### src/hdl/tdss_ram.sv
// Generic single-write, single-read RAM with registered read data.
module tdss_ram #(
   parameter int WIDTH = 32,
   parameter int DEPTH = 32
) (
   input  logic                                     clock,
   input  logic                                     we,
   input  logic [(DEPTH > 1 ? $clog2(DEPTH) : 1)-1:0] waddr,
   input  logic [WIDTH-1:0]                         wdata,
   input  logic [(DEPTH > 1 ? $clog2(DEPTH) : 1)-1:0] raddr,
   output logic [WIDTH-1:0]                         rdata
);

   logic [WIDTH-1:0] mem_ff [DEPTH];

   always_ff @(posedge clock) begin
      if (we) begin
         mem_ff[waddr] <= wdata;
      end
      rdata <= mem_ff[raddr];
   end

endmodule

### config.mk
export PLATFORM = sky130hd
export DESIGN_NAME = tdss_ram
export DESIGN_NICKNAME = d
export VERILOG_FILES = /design/src/hdl/tdss_ram.sv
export SDC_FILE = /design/constraint.sdc
export NUM_CORES = 1
export LEC_CHECK = 0
export BUFFER_PORTS_ARGS = -buffer_cell sky130_fd_sc_hd__buf_2
export CAP_MARGIN = 40
export CORE_UTILIZATION = 60
export DETAILED_ROUTE_END_ITERATION = 7
export PLACE_DENSITY = 0.81
export SYNTH_ARGS = -nofsm -noshare
export SYNTH_HDL_FRONTEND = slang
export SYNTH_SLANG_ARGS = --single-unit
### constraint.sdc
create_clock -name clock -period 4.41 [get_ports clock]
set_input_delay 0.2205 -clock clock [delete_from_list [all_inputs] [get_ports clock]]
set_output_delay 0.2205 -clock clock [all_outputs]
set_load 0.005 [all_outputs]
==> impl_metrics.env <==
export IMPL_die_area_um2=68500
export IMPL_tns_ns=0
export IMPL_hold_path_end="mem_ff[5][8]"
export IMPL_max_clock_path_buffers=3
export IMPL_cts_resized_gates=0
export IMPL_p_leak_nw=15.9
export IMPL_critPathLaunchType="primary input"
export IMPL_vias=21500
export IMPL_htreeDepth=3
export IMPL_layout_nets=2416
export IMPL_met3_usage_pct=5.07
export IMPL_vias_per_cell=6.48
export IMPL_core_um2=66200
export IMPL_crit_required_ns=4.95
export IMPL_syn_area_um2=40500
export IMPL_skew_ns=0.0178
export IMPL_met1_usage_pct=37.4
export IMPL_root_buffer="clkbuf_16"
export IMPL_chipWidth_um=262
export IMPL_cp_slowest_cell="buf_8"
export IMPL_setup_viol=0
export IMPL_rsz0062_at_grt="no"
export IMPL_cts_hold_buf=0
export IMPL_wl_per_cell_um=27.7
export IMPL_cts_sinks=1056
export IMPL_critical_path_class="primary input to register"
export IMPL_path_cells="buf_8, buf_12, buf_4, mux2i_1, a22oi_1, nand3_1, nand3_1"
export IMPL_arrival_ns=2.56
export IMPL_cts_setup_buffers=0
export IMPL_synth_async_sr_flop_share_pct=0
export IMPL_top_usage_layer="met2"
export IMPL_fin_crit_sh_pct=45.7
export IMPL_power_mw=20.8
export IMPL_max_stage_delay_ns=0.48
export IMPL_grt_max_degree=93
export IMPL_synth_avg_cell_area_um2=17.9
export IMPL_ys_warn_count=0
export IMPL_powerDensity_nw_per_um2=454
export IMPL_max_vdd_ir_drop_mv=0.304
export IMPL_rrSetupSlack_ns=2.63
export IMPL_synth_seq_area_share_pct=77.5
export IMPL_min_from="wdata[8]"
export IMPL_synthTopCellsByArea="edfxtp_1 76%, mux2i_1 13%, a22oi_1 1.8%"
export IMPL_numCtsBuffers=101
export IMPL_critPathCaptureType="register"
export IMPL_globalRouteMet2Util_pct=43.6
export IMPL_synth_top_area_cell="edfxtp_1"
export IMPL_fin_crit_ns=2.01
export IMPL_start_util_pct=61.1
export IMPL_netlist_instances=2260
export IMPL_routed_wirelength_um=92300
export IMPL_yosys_register_bits=1056
export IMPL_synth_edf_count=1024
export IMPL_slew_violations=0
export IMPL_synth_distinct_cells=25
export IMPL_cp_max_fo=69
export IMPL_antenna_found_initial=8
export IMPL_worstMarginPinSlew_ns=0.928
export IMPL_grt_ovfl_total=0
export IMPL_grt_usage_pct=27.2
export IMPL_ys_flop_type="edfxtp_1"
export IMPL_r2r_start="mem_ff[21][26]"
export IMPL_drc_errors=0
export IMPL_r2r_end="rdata[26]"
export IMPL_status="finished, final reports clean"
export IMPL_fmax_mhz=497
export IMPL_ant_nets=0
export IMPL_reg2reg_depth=4
export IMPL_grt_pass1_vias=21500
export IMPL_insertion_delay_ns=0.66
export IMPL_drv_cap=0
export IMPL_clkTransAtPathRegs_ns=0.07
export IMPL_grt_pass1_wl_um=135000
export IMPL_min_path_type="primary input to register"
export IMPL_area_growth_syn_to_layout_pct=13.1
export IMPL_drive_gt1_share_pct=13.1
export IMPL_drt_iter0_markers=2640
export IMPL_whs_path_depth=1
export IMPL_netlist_area_leader_share_pct=76.0
export IMPL_first_pass_iters=6
export IMPL_syn_nets=2304
export IMPL_die_h_um=262
export IMPL_dpl_hpwl_um=54100
export IMPL_ios=76
export IMPL_hold_viol_final=0
export IMPL_portBuffers=75
export IMPL_rows=94
export IMPL_crit_top_cell="nand3_1"
export IMPL_gp_congestion=0.840
export IMPL_max_slew_margin_pct=38.2
export IMPL_cts_tree="built"
[cell usage after synthesis (all sizes together) (2+ instances only)]
| cell | count |
|---|---|
| nor3 | 32 |
| dfxtp | 32 |
| nand2b | 2 |
| nand2 | 98 |
| mux2i | 512 |
| a22o | 64 |
| a21oi | 96 |
| or3b | 3 |
| a22oi | 96 |
| clkbuf | 48 |
| nand3 | 98 |
| nor2 | 34 |
| nand3b | 5 |
| a31oi | 32 |
| buf | 79 |
| edfxtp | 1024 |
[critical path, delay by kind of cell]
kind | cells | cell delay, ns
AND/OR/NAND/NOR | 2 | 0.39
multiplexers | 1 | 0.29
buffers and inverters | 3 | 1.35
AO/OA/AOI/OAI | 1 | 0.12
[sequential cells by signal (all words and copies together), names as in the netlist]
signal,cells
mem_ff,1024
rdata,32
[report_power, final]
| group | internal (mW) | leakage (nW) | switching [mW] | total (mW) |
|---|---|---|---|---|
| logic | 0.343 | 4.86 | 0.727 | 1.07 |
| clock network | 4.85 | 1.59 | 3.66 | 8.51 |
| registers | 11.2 | 9.49 | 0.0647 | 11.2 |
[placed cells by master, fill, tap and decap left out, types with 5 or more instances in the layout]
master / instances
a21oi_1: 96
bufinv_16: 8
buf_16: 5
mux2i_1: 512
dfxtp_1: 32
a22o_1: 64
clkinv_1: 20
buf_2: 74
clkinv_2: 15
a31oi_1: 32
nand2_1: 97
buf_4: 16
clkinvlp_4: 5
clkbuf_1: 25
nor2_4: 33
nand3b_1: 5
a22oi_1: 96
edfxtp_1: 1024
clkbuf_8: 6
buf_12: 37
nand3_1: 98
nor3_1: 32
clkbuf_16: 102
[through the flow]
stage	worst slack, ns	hold slack, ns	std cells	utilization, %	cell area [µm²]
2_1_floorplan	1.76	0.319	2260	-	40500
3_3_place_gp	1.56	0.576	3096	63.0	41700
3_5_place_dp	1.77	0.590	3133	64.2	42500
4_1_cts	2.48	0.0742	3322	69.1	45800
5_1_grt	2.37	0.114	3325	69.1	45800
6_report	2.40	0.109	3326	69.1	45800
[cell families (layout without fill, tap and decap cells)]
| group | Yosys count | in the layout | synth area share [%] |
|---|---|---|---|
| flops | 1056 | 1056 | 77.5 |
| compound gates | 288 | 288 | 4.85 |
| other cells | 0 | 4 | 0 |
| simple gates | 277 | 277 | 3.10 |
| buf+inv | 127 | 325 | 1.86 |
| mux | 512 | 512 | 12.7 |
[worst max-delay path by stage]
stage,start,to,slack [ns]
after global placement,waddr[0],mem_ff[14][12],1.56
after CTS,raddr[0],rdata[11],2.48
final,raddr[0],rdata[28],2.40
after detailed placement,raddr[0],rdata[11],1.77
after floorplan,waddr[1],mem_ff[12][0],1.76
after global routing,raddr[0],rdata[26],2.37
[final cells by class]
cell class,count,area [µm²]
Sequential cell,1056,31400
Fill cell,3935,20400
Multi-Input combinational cell,1077,8610
Clock buffer,133,2730
Timing Repair Buffer,136,1430
Tap cell,864,1080
Clock inverter,56,539
Antenna cell,4,10.0
[metal layers]
metal	wire length [µm]	vias to the layer above
met5	13	-
met2	44800	1263
met1	35000	10900
li1	-	9217
met3	9550	182
met4	2820	2
(Power assumes the default switching activity.)
